<file path="src/rtl/sbcc_pkg.sv">
// Shared types and constants of the self-balancing cascade controller.
`default_nettype none

package sbcc_pkg;

	// Shared multiply-accumulate unit widths.
	localparam int MUL_A_W = 26;
	localparam int MUL_B_W = 16;
	localparam int PROD_W  = MUL_A_W + MUL_B_W;
	localparam int ACC_W   = 44;

	// Configuration register indexes.
	localparam logic [2:0] REG_BALANCE_KP   = 3'd0;
	localparam logic [2:0] REG_BALANCE_KI   = 3'd1;
	localparam logic [2:0] REG_BALANCE_KD   = 3'd2;
	localparam logic [2:0] REG_VELOCITY_KP  = 3'd3;
	localparam logic [2:0] REG_VELOCITY_KI  = 3'd4;
	localparam logic [2:0] REG_TARGET_SPEED = 3'd5;
	localparam logic [2:0] REG_UPRIGHT      = 3'd6;

	// Control of one multiply request to the shared unit.
	typedef struct packed {
		logic issue;
		logic clr;
		logic sh8;
	} mac_ctl_t;

endpackage

`default_nettype wire

</file>
<file path="src/rtl/self_balancing_cascade_controller.sv">
// Top level of the self-balancing cascade controller: sequencer, state and I/O.
//
// One request on the input channel (in_valid/in_ready) carries one control tick:
// pitch, gyro rate, vertical acceleration, both encoder counts, direction and halt.
// One request on the output channel (out_valid/out_ready) returns drive, tilt_stop
// and lifted for that tick. Gains and set points are written on the cfg port, by
// the user only while the block is idle; the block does not enforce this. Writes
// take effect at once. A tick with the motors running steps from ST_BIAS to ST_FIN:
// seven products go one per cycle through the single 26x16 multiplier of sbcc_mac,
// and the speed filter result must settle before the velocity products start.
// A tick stopped by tilt or halt goes from ST_BIAS straight to ST_FIN. The result
// register is loaded in the last cycle, so in_ready rises while a result may still
// wait on out_ready.
// If the receiver stalls, a new tick is taken but its result waits in the final
// step until the output register is free.
// Reset clears the integrals, the speed filter, the pick-up detector and the
// output; gains reset to zero and target_speed to 50.
`default_nettype none

module self_balancing_cascade_controller (
	input  wire logic               clk,
	input  wire logic               arst_n,
	input  wire logic               cfg_wr_en,
	input  wire logic [2:0]         cfg_index,
	input  wire logic [15:0]        cfg_data,
	input  wire logic               in_valid,
	output logic                    in_ready,
	input  wire logic signed [16:0] pitch,
	input  wire logic signed [15:0] gyro_rate,
	input  wire logic signed [15:0] accel_z,
	input  wire logic signed [15:0] left_count,
	input  wire logic signed [15:0] right_count,
	input  wire logic [1:0]         direction,
	input  wire logic               halt,
	output logic                    out_valid,
	input  wire logic               out_ready,
	output logic signed [15:0]      drive,
	output logic                    tilt_stop,
	output logic                    lifted
);

	localparam int MAW = sbcc_pkg::MUL_A_W;
	localparam int MBW = sbcc_pkg::MUL_B_W;
	localparam int AW  = sbcc_pkg::ACC_W;

	localparam logic signed [17:0] TILT_LIMIT   = 18'sd20480;
	localparam logic signed [17:0] PITCH_OFFSET = 18'sd1024;
	localparam logic signed [17:0] LIFT_WINDOW  = 18'sd5120;
	localparam logic signed [15:0] LIFT_ACCEL   = 16'sd26000;
	localparam logic [17:0]        REST_LIMIT   = 18'd30;
	localparam logic [17:0]        SPIN_LIMIT   = 18'd200;
	localparam logic [7:0]         REST_TICKS   = 8'd10;
	localparam logic [7:0]         LIFT_TIMEOUT = 8'd200;
	localparam logic [7:0]         SPIN_TIMEOUT = 8'd100;
	localparam logic signed [MBW-1:0] FILT_OLD  = 16'sd179;
	localparam logic signed [MBW-1:0] FILT_NEW  = 16'sd77;
	localparam logic signed [27:0] INTEG_LIMIT  = 28'sd1843200;
	localparam logic signed [AW-1:0] FILT_MAX   = 44'sd33554431;
	localparam logic signed [AW-1:0] FILT_ROUND = 44'sd128;

	typedef enum logic [3:0] {
		ST_IDLE, ST_BIAS, ST_M1, ST_M2, ST_M3, ST_M4, ST_W1,
		ST_SF, ST_SI, ST_M6, ST_W2, ST_FIN
	} state_t;

	typedef enum logic [1:0] {
		PH_REST, PH_LIFT, PH_SPIN
	} phase_t;

	state_t state_q;

	// Configuration registers.
	logic signed [15:0] bkp_q, bki_q, bkd_q, vkp_q, vki_q;
	logic [7:0]         ts_q;
	logic signed [13:0] ua_q;

	// Controller state.
	logic signed [21:0] bi_q;
	logic signed [25:0] sf_q;
	logic signed [21:0] si_q;
	phase_t             phase_q;
	logic [7:0]         rest_q, lift_q, spin_q;

	// Latched tick and intermediate results.
	logic signed [16:0] pitch_q;
	logic signed [15:0] gyro_q, accel_q, left_q, right_q;
	logic [1:0]         dir_q;
	logic               halt_q;
	logic signed [27:0] bal_q;
	logic               stop_q, hit_q;

	// Output register.
	logic               out_valid_q;
	logic signed [15:0] drive_q;
	logic               tilt_stop_q, lifted_q;

	// Shared unit.
	sbcc_pkg::mac_ctl_t     mac_ctl;
	logic signed [MAW-1:0]  mac_a;
	logic signed [MBW-1:0]  mac_b;
	logic signed [AW-1:0]   acc;

	// Combinational helpers.
	logic signed [17:0] pitch18, bias, ua18;
	logic               run_ok;
	logic signed [22:0] bi_sum;
	logic signed [21:0] bi_next;
	logic signed [16:0] enc_sum;
	logic [16:0]        abs_l, abs_r;
	logic [17:0]        abs_sum;
	logic               still, lift_cond, spin_cond;
	phase_t             ph;
	logic [7:0]         rc, lc, sc;
	logic               lift_hit;
	logic signed [AW-1:0] sf_sh;
	logic signed [25:0] sf_next;
	logic signed [27:0] move, si_sum;
	logic signed [21:0] si_next;
	logic signed [27:0] vel;
	logic signed [28:0] drive_sum;
	logic signed [15:0] drive_sat;
	logic               out_free;

	function automatic logic [16:0] abs16(input logic signed [15:0] v);
		logic signed [16:0] e;
		e = 17'(v);
		return e[16] ? 17'(-e) : 17'(e);
	endfunction

	function automatic logic [17:0] abs17(input logic signed [16:0] v);
		logic signed [17:0] e;
		e = 18'(v);
		return e[17] ? 18'(-e) : 18'(e);
	endfunction

	// Integer part of a Q28.16 sum, truncated toward zero.
	function automatic logic signed [27:0] trunc16(input logic signed [AW-1:0] v);
		logic signed [27:0] q;
		q = v[AW-1:16];
		if (v[AW-1] && (v[15:0] != 16'd0)) begin
			q = q + 28'sd1;
		end
		return q;
	endfunction

	// Balance error and tilt window.
	assign pitch18 = 18'(pitch_q);
	assign bias    = pitch18 + PITCH_OFFSET;
	assign run_ok  = (pitch18 < TILT_LIMIT) && (pitch18 > -TILT_LIMIT) && !halt_q;

	// Clamped balance integral.
	always_comb begin
		bi_sum = 23'(bi_q) + 23'(bias);
		if (bi_sum > 23'(INTEG_LIMIT)) begin
			bi_next = 22'(INTEG_LIMIT);
		end else if (bi_sum < -23'(INTEG_LIMIT)) begin
			bi_next = 22'(-INTEG_LIMIT);
		end else begin
			bi_next = 22'(bi_sum);
		end
	end

	// Pick-up detector conditions.
	assign enc_sum   = 17'(left_q) + 17'(right_q);
	assign abs_l     = abs16(left_q);
	assign abs_r     = abs16(right_q);
	assign abs_sum   = 18'(abs_l) + 18'(abs_r);
	assign still     = abs_sum < REST_LIMIT;
	assign ua18      = 18'(ua_q);
	assign lift_cond = (accel_q > LIFT_ACCEL) && (pitch18 > ua18 - LIFT_WINDOW) &&
		(pitch18 < ua18 + LIFT_WINDOW);
	assign spin_cond = abs17(enc_sum) > SPIN_LIMIT;

	// Pick-up phases; several may pass in one tick.
	always_comb begin
		ph       = phase_q;
		rc       = rest_q;
		lc       = lift_q;
		sc       = spin_q;
		lift_hit = 1'b0;
		if (ph == PH_REST) begin
			if (still) begin
				rc = (rc != 8'hFF) ? rc + 8'd1 : rc;
			end else begin
				rc = 8'd0;
			end
			if (rc > REST_TICKS) begin
				ph = PH_LIFT;
				rc = 8'd0;
			end
		end
		if (ph == PH_LIFT) begin
			lc = lc + 8'd1;
			if (lc > LIFT_TIMEOUT) begin
				lc = 8'd0;
				ph = PH_REST;
			end
			if (lift_cond) begin
				ph = PH_SPIN;
			end
		end
		if (ph == PH_SPIN) begin
			sc = sc + 8'd1;
			if (sc > SPIN_TIMEOUT) begin
				sc = 8'd0;
				ph = PH_REST;
			end
			if (spin_cond) begin
				ph       = PH_REST;
				lift_hit = 1'b1;
			end
		end
	end

	// Speed filter update: round half up, then clamp.
	always_comb begin
		sf_sh = (acc + FILT_ROUND) >>> 8;
		if (sf_sh > FILT_MAX) begin
			sf_next = 26'(FILT_MAX);
		end else if (sf_sh < -FILT_MAX) begin
			sf_next = 26'(-FILT_MAX);
		end else begin
			sf_next = 26'(sf_sh);
		end
	end

	// Commanded movement and clamped speed integral.
	always_comb begin
		case (dir_q)
			2'd1: begin
				move = -28'($signed({1'b0, ts_q, 8'h00}));
			end
			2'd2: begin
				move = 28'($signed({1'b0, ts_q, 8'h00}));
			end
			default: begin
				move = 28'sd0;
			end
		endcase
		si_sum = 28'(si_q) + 28'(sf_q) - move;
		if (si_sum > INTEG_LIMIT) begin
			si_next = 22'(INTEG_LIMIT);
		end else if (si_sum < -INTEG_LIMIT) begin
			si_next = 22'(-INTEG_LIMIT);
		end else begin
			si_next = 22'(si_sum);
		end
	end

	// Final drive: both loops added and saturated.
	always_comb begin
		vel       = trunc16(acc);
		drive_sum = 29'(bal_q) + 29'(vel);
		if (drive_sum > 29'sd32767) begin
			drive_sat = 16'sd32767;
		end else if (drive_sum < -29'sd32768) begin
			drive_sat = -16'sd32768;
		end else begin
			drive_sat = 16'(drive_sum);
		end
	end

	// Operand selection for the shared multiplier.
	always_comb begin
		mac_ctl = '0;
		mac_a   = '0;
		mac_b   = '0;
		case (state_q)
			ST_BIAS: begin
				mac_ctl = '{issue: 1'b1, clr: 1'b1, sh8: 1'b0};
				mac_a   = MAW'(bias);
				mac_b   = bkp_q;
			end
			ST_M1: begin
				mac_ctl = '{issue: 1'b1, clr: 1'b0, sh8: 1'b0};
				mac_a   = MAW'(bi_q);
				mac_b   = bki_q;
			end
			ST_M2: begin
				mac_ctl = '{issue: 1'b1, clr: 1'b0, sh8: 1'b1};
				mac_a   = MAW'(gyro_q);
				mac_b   = bkd_q;
			end
			ST_M3: begin
				mac_ctl = '{issue: 1'b1, clr: 1'b1, sh8: 1'b0};
				mac_a   = sf_q;
				mac_b   = FILT_OLD;
			end
			ST_M4: begin
				mac_ctl = '{issue: 1'b1, clr: 1'b0, sh8: 1'b1};
				mac_a   = MAW'(enc_sum);
				mac_b   = FILT_NEW;
			end
			ST_SI: begin
				mac_ctl = '{issue: 1'b1, clr: 1'b1, sh8: 1'b0};
				mac_a   = sf_q;
				mac_b   = vkp_q;
			end
			ST_M6: begin
				mac_ctl = '{issue: 1'b1, clr: 1'b0, sh8: 1'b0};
				mac_a   = MAW'(si_q);
				mac_b   = vki_q;
			end
			default: begin
				mac_ctl = '0;
			end
		endcase
	end

	sbcc_mac u_mac (
		.clk    (clk),
		.arst_n (arst_n),
		.ctl    (mac_ctl),
		.a      (mac_a),
		.b      (mac_b),
		.acc    (acc)
	);

	assign out_free = !out_valid_q || out_ready;

	// Latch the accepted tick and the balance loop result.
	always_ff @(posedge clk) begin
		if (in_valid && in_ready) begin
			pitch_q <= pitch;
			gyro_q  <= gyro_rate;
			accel_q <= accel_z;
			left_q  <= left_count;
			right_q <= right_count;
			dir_q   <= direction;
			halt_q  <= halt;
		end
		if (state_q == ST_M4) begin
			bal_q <= trunc16(acc);
		end
	end

	// Sequencer, configuration, controller state and output register.
	always_ff @(posedge clk or negedge arst_n) begin
		if (!arst_n) begin
			state_q     <= ST_IDLE;
			bkp_q       <= '0;
			bki_q       <= '0;
			bkd_q       <= '0;
			vkp_q       <= '0;
			vki_q       <= '0;
			ts_q        <= 8'd50;
			ua_q        <= '0;
			bi_q        <= '0;
			sf_q        <= '0;
			si_q        <= '0;
			phase_q     <= PH_REST;
			rest_q      <= '0;
			lift_q      <= '0;
			spin_q      <= '0;
			stop_q      <= 1'b0;
			hit_q       <= 1'b0;
			out_valid_q <= 1'b0;
			drive_q     <= '0;
			tilt_stop_q <= 1'b0;
			lifted_q    <= 1'b0;
		end else begin
			if (cfg_wr_en) begin
				case (cfg_index)
					sbcc_pkg::REG_BALANCE_KP:   bkp_q <= cfg_data;
					sbcc_pkg::REG_BALANCE_KI:   bki_q <= cfg_data;
					sbcc_pkg::REG_BALANCE_KD:   bkd_q <= cfg_data;
					sbcc_pkg::REG_VELOCITY_KP:  vkp_q <= cfg_data;
					sbcc_pkg::REG_VELOCITY_KI:  vki_q <= cfg_data;
					sbcc_pkg::REG_TARGET_SPEED: ts_q  <= cfg_data[7:0];
					sbcc_pkg::REG_UPRIGHT:      ua_q  <= cfg_data[13:0];
					default: begin
					end
				endcase
			end

			// The final step reloads the output register itself.
			if (out_valid_q && out_ready && (state_q != ST_FIN)) begin
				out_valid_q <= 1'b0;
			end

			case (state_q)
				ST_IDLE: begin
					if (in_valid) begin
						state_q <= ST_BIAS;
					end
				end
				ST_BIAS: begin
					// Tilt and halt checks, balance integral, pick-up step.
					stop_q <= !run_ok;
					if (run_ok) begin
						bi_q    <= bi_next;
						phase_q <= ph;
						rest_q  <= rc;
						lift_q  <= lc;
						spin_q  <= sc;
						hit_q   <= lift_hit;
						state_q <= ST_M1;
					end else begin
						bi_q    <= '0;
						si_q    <= '0;
						hit_q   <= 1'b0;
						state_q <= ST_FIN;
					end
				end
				ST_M1: state_q <= ST_M2;
				ST_M2: state_q <= ST_M3;
				ST_M3: state_q <= ST_M4;
				ST_M4: state_q <= ST_W1;
				ST_W1: state_q <= ST_SF;
				ST_SF: begin
					sf_q    <= sf_next;
					state_q <= ST_SI;
				end
				ST_SI: begin
					si_q    <= si_next;
					state_q <= ST_M6;
				end
				ST_M6: state_q <= ST_W2;
				ST_W2: state_q <= ST_FIN;
				ST_FIN: begin
					// Wait here until the output register is free.
					if (out_free) begin
						out_valid_q <= 1'b1;
						drive_q     <= (stop_q || hit_q) ? 16'sd0 : drive_sat;
						tilt_stop_q <= stop_q;
						lifted_q    <= hit_q;
						state_q     <= ST_IDLE;
					end
				end
				default: begin
					state_q <= ST_IDLE;
				end
			endcase
		end
	end

	assign in_ready  = (state_q == ST_IDLE);
	assign out_valid = out_valid_q;
	assign drive     = drive_q;
	assign tilt_stop = tilt_stop_q;
	assign lifted    = lifted_q;

`ifndef SYNTHESIS
	// A tick keeps the block busy: in_ready is low in the cycle after the accept.
	a_busy_after_accept: assert property (@(posedge clk) disable iff (!arst_n)
		(in_valid && in_ready) |=> !in_ready)
		else $error("block ready right after accepting a tick");

	// A stopped tick drives zero and never reports pick-up.
	a_stop_result: assert property (@(posedge clk) disable iff (!arst_n)
		(out_valid && tilt_stop) |-> (drive == 16'sd0) && !lifted)
		else $error("tilt stop result with nonzero drive or lifted");

	// A detected pick-up forces zero drive.
	a_lift_result: assert property (@(posedge clk) disable iff (!arst_n)
		(out_valid && lifted) |-> (drive == 16'sd0))
		else $error("lifted result with nonzero drive");

	// Both integrals stay inside their clamp.
	a_integ_bound: assert property (@(posedge clk) disable iff (!arst_n)
		(28'(bi_q) <= INTEG_LIMIT) && (28'(bi_q) >= -INTEG_LIMIT) &&
		(28'(si_q) <= INTEG_LIMIT) && (28'(si_q) >= -INTEG_LIMIT))
		else $error("integral outside its clamp");
`endif

endmodule

`default_nettype wire

</file>
<file path="src/rtl/sbcc_mac.sv">
// Shared signed multiplier with a registered product and a shifting accumulator.
`default_nettype none

module sbcc_mac (
	input  wire logic                                    clk,
	input  wire logic                                    arst_n,
	input  wire sbcc_pkg::mac_ctl_t                      ctl,
	input  wire logic signed [sbcc_pkg::MUL_A_W-1:0]     a,
	input  wire logic signed [sbcc_pkg::MUL_B_W-1:0]     b,
	output logic signed [sbcc_pkg::ACC_W-1:0]            acc
);

	localparam int PW = sbcc_pkg::PROD_W;
	localparam int AW = sbcc_pkg::ACC_W;

	sbcc_pkg::mac_ctl_t       ctl_s1;
	logic signed [PW-1:0]     prod_d;
	logic signed [PW-1:0]     prod_s1;
	logic signed [AW-1:0]     addend;
	logic signed [AW-1:0]     acc_q;

	// Product of the current request.
	assign prod_d = a * b;

	// Stage one: register the product and its control.
	always_ff @(posedge clk or negedge arst_n) begin
		if (!arst_n) begin
			ctl_s1 <= '0;
		end else begin
			ctl_s1 <= ctl;
		end
	end

	always_ff @(posedge clk) begin
		prod_s1 <= prod_d;
	end

	// Stage two: optionally scale by 256, then load or add into the accumulator.
	always_comb begin
		if (ctl_s1.sh8) begin
			addend = AW'(prod_s1) <<< 8;
		end else begin
			addend = AW'(prod_s1);
		end
	end

	always_ff @(posedge clk) begin
		if (ctl_s1.issue) begin
			if (ctl_s1.clr) begin
				acc_q <= addend;
			end else begin
				acc_q <= acc_q + addend;
			end
		end
	end

	assign acc = acc_q;

endmodule

`default_nettype wire
</file>
<file path="config.mk">
export PLATFORM = sky130hd
export DESIGN_NAME = self_balancing_cascade_controller
export DESIGN_NICKNAME = d
export VERILOG_FILES = /design/src/rtl/sbcc_pkg.sv /design/src/rtl/self_balancing_cascade_controller.sv /design/src/rtl/sbcc_mac.sv
export SDC_FILE = /design/constraint.sdc
export NUM_CORES = 2
export LEC_CHECK = 0
export BUFFER_PORTS_ARGS = -buffer_cell sky130_fd_sc_hd__buf_4
export CELL_PAD_IN_SITES_DETAIL_PLACEMENT = 1
export CELL_PAD_IN_SITES_GLOBAL_PLACEMENT = 1
export CORE_MARGIN = 2
export CORE_UTILIZATION = 51
export CTS_CLUSTER_DIAMETER = 100
export CTS_CLUSTER_SIZE = 40
export DETAILED_ROUTE_END_ITERATION = 10
export GPL_ROUTABILITY_DRIVEN = 0
export PLACE_DENSITY_LB_ADDON = 0.1
export SLEW_MARGIN = 10
export SYNTH_ARGS = -nofsm -noshare
export SYNTH_HDL_FRONTEND = slang
export SYNTH_SLANG_ARGS = --single-unit
</file>
<file path="constraint.sdc">
create_clock -name clk -period 15.7 [get_ports clk]
set_input_delay 3.14 -clock clk [delete_from_list [all_inputs] [get_ports clk]]
set_output_delay 3.14 -clock clk [all_outputs]
set_load 0.05 [all_outputs]
</file>
==> flow_metrics.tcl <==
set metrics [dict create \
    status "finished, final reports clean" \
    synth-compound-area-share 0.151 \
    setup_viol 0 \
    layout-drive-gt1-share 0.0905 \
    yosys.cell_types.count 108 \
    netlist_area_um2 44800 \
    overflow 0 \
    cp.arrival_ns 10.93 \
    worst_slew_pin_slew_ns 1.12 \
    end_kind "flop" \
    crit_required_ns 16.28 \
    final_hold_viol_count 0 \
    critPathMaxFanout 11 \
    synth.most_common_cell "inv_1" \
    portBuffers 127 \
    crit_slowest_cell "a21oi_1" \
    reg2regPathDepth 32 \
    setup_tns_ns 0 \
    start_kind "flop" \
    first_global_vias 40000 \
    min_period_over_period 0.659 \
    grt_usage 0.325 \
    synth_edf_count 156 \
    wire_per_inst_um 23.8 \
    synth-simple-area-share 0.162 \
    synth_commonest_cells "inv_1, nor2_1, nand2_1, fa_1, ha_1" \
    crit_type "reg2reg" \
    drt_iter0_markers 2525 \
    relSlewSlack 0.256 \
    placed_area_um2 47000 \
    period_needed_ns 10.35 \
    clock_latency_ns 0.66 \
    core_area_um2 86900 \
    drv_cap 0 \
    cts_hold_buf 0 \
    post-cts-setup-buffers 0 \
    antenna_found_initial 5 \
    r2r_start "right_q[0]$_DFFE_PP_" \
    avgSynthCellArea_um2 9.14 \
    die_x_um 300 \
    dp_hpwl_um 116000 \
    area.growth.synth_to_final_pct 6.90 \
    via_per_inst 6.12 \
    ctsResizeCount 0 \
    first_pass_iters 5 \
    ys.warnings.count 0 \
    grt_pass1_wl_um 229000 \
    finClkSkew_ns 0.0828 \
    dr_wl_met2_um 69700 \
    synthMuxAreaShare 0.0399 \
    fin_nets 5756 \
    ant_nets 0 \
    fp-row-count 108 \
    synth_top_area_frac 0.190 \
    crit_top_cell "fa_1" \
    yosysTopAreaCell "fa_1" \
    die_area_um2 90200 \
    num_io_pins 128 \
    crit_end "u_mac.prod_s1[40]$_DFF_P_" \
    synth_fa_ha_area_frac 0.276 \
    ys.flop_type "dfrtp_1" \
    vias 37300 \
    synth_top_family_by_area "adder cells" \
    fin_area_um2 47900 \
    root_buffer "clkbuf_16" \
    setup_slack_ns 5.35 \
    ys_seq_elements 424 \
    numCtsBuffers 23 \
    grt_max_degree 89 \
    async_reset_ff_frac 0.533 \
    antenna_cells 0 \
    start_util 0.515 \
    cts_buffer_depth 3 \
    wl_met1_um 60900 \
    rrSetupSlack_ns 5.35 \
    drc 0 \
    synthCells 4900 \
    routed.top_layer "met4" \
    htree_num_levels 1 \
    worstHoldPathType "reg2reg" \
    pre_cts_ws_ns 5.54 \
    startpoint "right_q[0]$_DFFE_PP_" \
    routed_wl_um 145000 \
    holdWs_ns 0.515 \
    wl_met3_um 8400 \
    timing.rr.end "u_mac.prod_s1[40]$_DFF_P_" \
    fmax_mhz 96.6 \
    cts_sinks 424 \
    synth_seq_area_share 0.250 \
    synth_xor_area_frac 0.0504 \
    cts_tree "built" \
    slew_violations 0 \
    yosys-top-cells-area "fa_1, dfrtp_1, edfxtp_1, ha_1, inv_1" \
    path_clk_slew_ns 0.14 \
    rsz0062_at_grt "false" \
    cpPeakStageDelay_ns 0.81 \
    dieHeight_um 300 \
]
## per-layer routing
layer | vias to the layer above | global-route usage
met3 | 280 | 0.0478
met2 | 961 | 0.553
met5 | - | 0
met4 | 0 | 0.118
li1 | 16900 | -
met1 | 19200 | 0.423
## registers in the layout, indices dropped and copies added, names as in the netlist, 14 cells and up
register and flops:
gyro_q 16, bkd_q 16, si_q 22, sf_q 26, bkp_q 16, vkp_q 16
u_mac.prod_s1 42, bki_q 16, bi_q 22, drive 16, bal_q 28, ua_q 14
u_mac.acc 44, vki_q 16, accel_q 16, right_q 16, pitch_q 17, left_q 16
## worst min-delay path by stage
stage / start / to / slack, ns / depth (start not counted)
CTS: bkd_q[6]$_DFFE_PN0P_ / bkd_q[6]$_DFFE_PN0P_ / 0.52 / 1
floorplan: si_q[17]$_DFFE_PN0P_ / si_q[17]$_DFFE_PN0P_ / 0.47 / 2
finish: vki_q[8]$_DFFE_PN0P_ / vki_q[8]$_DFFE_PN0P_ / 0.52 / 1
global route: bki_q[8]$_DFFE_PN0P_ / bki_q[8]$_DFFE_PN0P_ / 0.53 / 1
global placement: vkp_q[0]$_DFFE_PN0P_ / vkp_q[0]$_DFFE_PN0P_ / 0.49 / 1
detailed placement: ua_q[3]$_DFFE_PN0P_ / ua_q[3]$_DFFE_PN0P_ / 0.50 / 1
## metrics by stage
stage | instances | utilization
after floorplan | 4901 | -
after global placement | 6051 | 0.541
after detailed placement | 6051 | 0.541
after CTS | 6092 | 0.551
after global routing | 6092 | 0.551
final | 6092 | 0.551
## cells by family (layout without fill, tap and decap cells)
group                      count (synthesis)  count (layout)
and+or+nand+nor                         1509            1509
AOI/OAI and AO/OA                        989             989
buffers and inverters                    830             866
adders and majority gates                731             731
DFF                                      424             424
xor gates and xnor gates                 257             257
muxes                                    159             159
other                                      1               2
## cell type report
| class | instances | area [µm²] |
|---|---|---|
| Clock buffer | 24 | 579 |
| Clock inverter | 17 | 307 |
| Fill cell | 10000 | 39000 |
| Inverter | 642 | 2410 |
| Multi-Input combinational cell | 3647 | 30500 |
| Sequential cell | 424 | 11200 |
| Tap cell | 1155 | 1450 |
| Timing Repair Buffer | 183 | 1380 |
## cell usage in the layout, fill, tap and decap left out, types with 30 or more instances in the layout
| cell | count |
|---|---|
| inv_1 | 641 |
| mux2_2 | 144 |
| dfrtp_1 | 222 |
| ha_1 | 301 |
| xor2_1 | 102 |
| nor2_1 | 461 |
| nand2b_1 | 58 |
| nand4_1 | 66 |
| a22oi_1 | 48 |
| nor3_1 | 79 |
| a221o_1 | 35 |
| buf_4 | 182 |
| or3_1 | 32 |
| nand3_1 | 83 |
| o31ai_1 | 38 |
| o21ai_0 | 168 |
| o21a_1 | 36 |
| a31oi_1 | 31 |
| fa_1 | 426 |
| xnor2_1 | 154 |
| and3_1 | 38 |
| nor2b_1 | 37 |
| a21o_1 | 87 |
| a21oi_1 | 231 |
| and2_1 | 43 |
| edfxtp_1 | 156 |
| o21bai_1 | 30 |
| dfxtp_1 | 42 |
| a211oi_1 | 51 |
| nand2_1 | 447 |
## critical path, delay by kind of cell, from the launching register on
kind | cells | cell delay, ns
simple gates | 5 | 1.37
fa+ha+maj | 9 | 4.42
buf+inv | 4 | 0.51
xor+xnor | 1 | 0.13
flops | 1 | 0.41
compound gates | 13 | 3.41
Power is not shown: default switching activity piles up to over one toggle a cycle in this logic, so the estimate is an artifact.
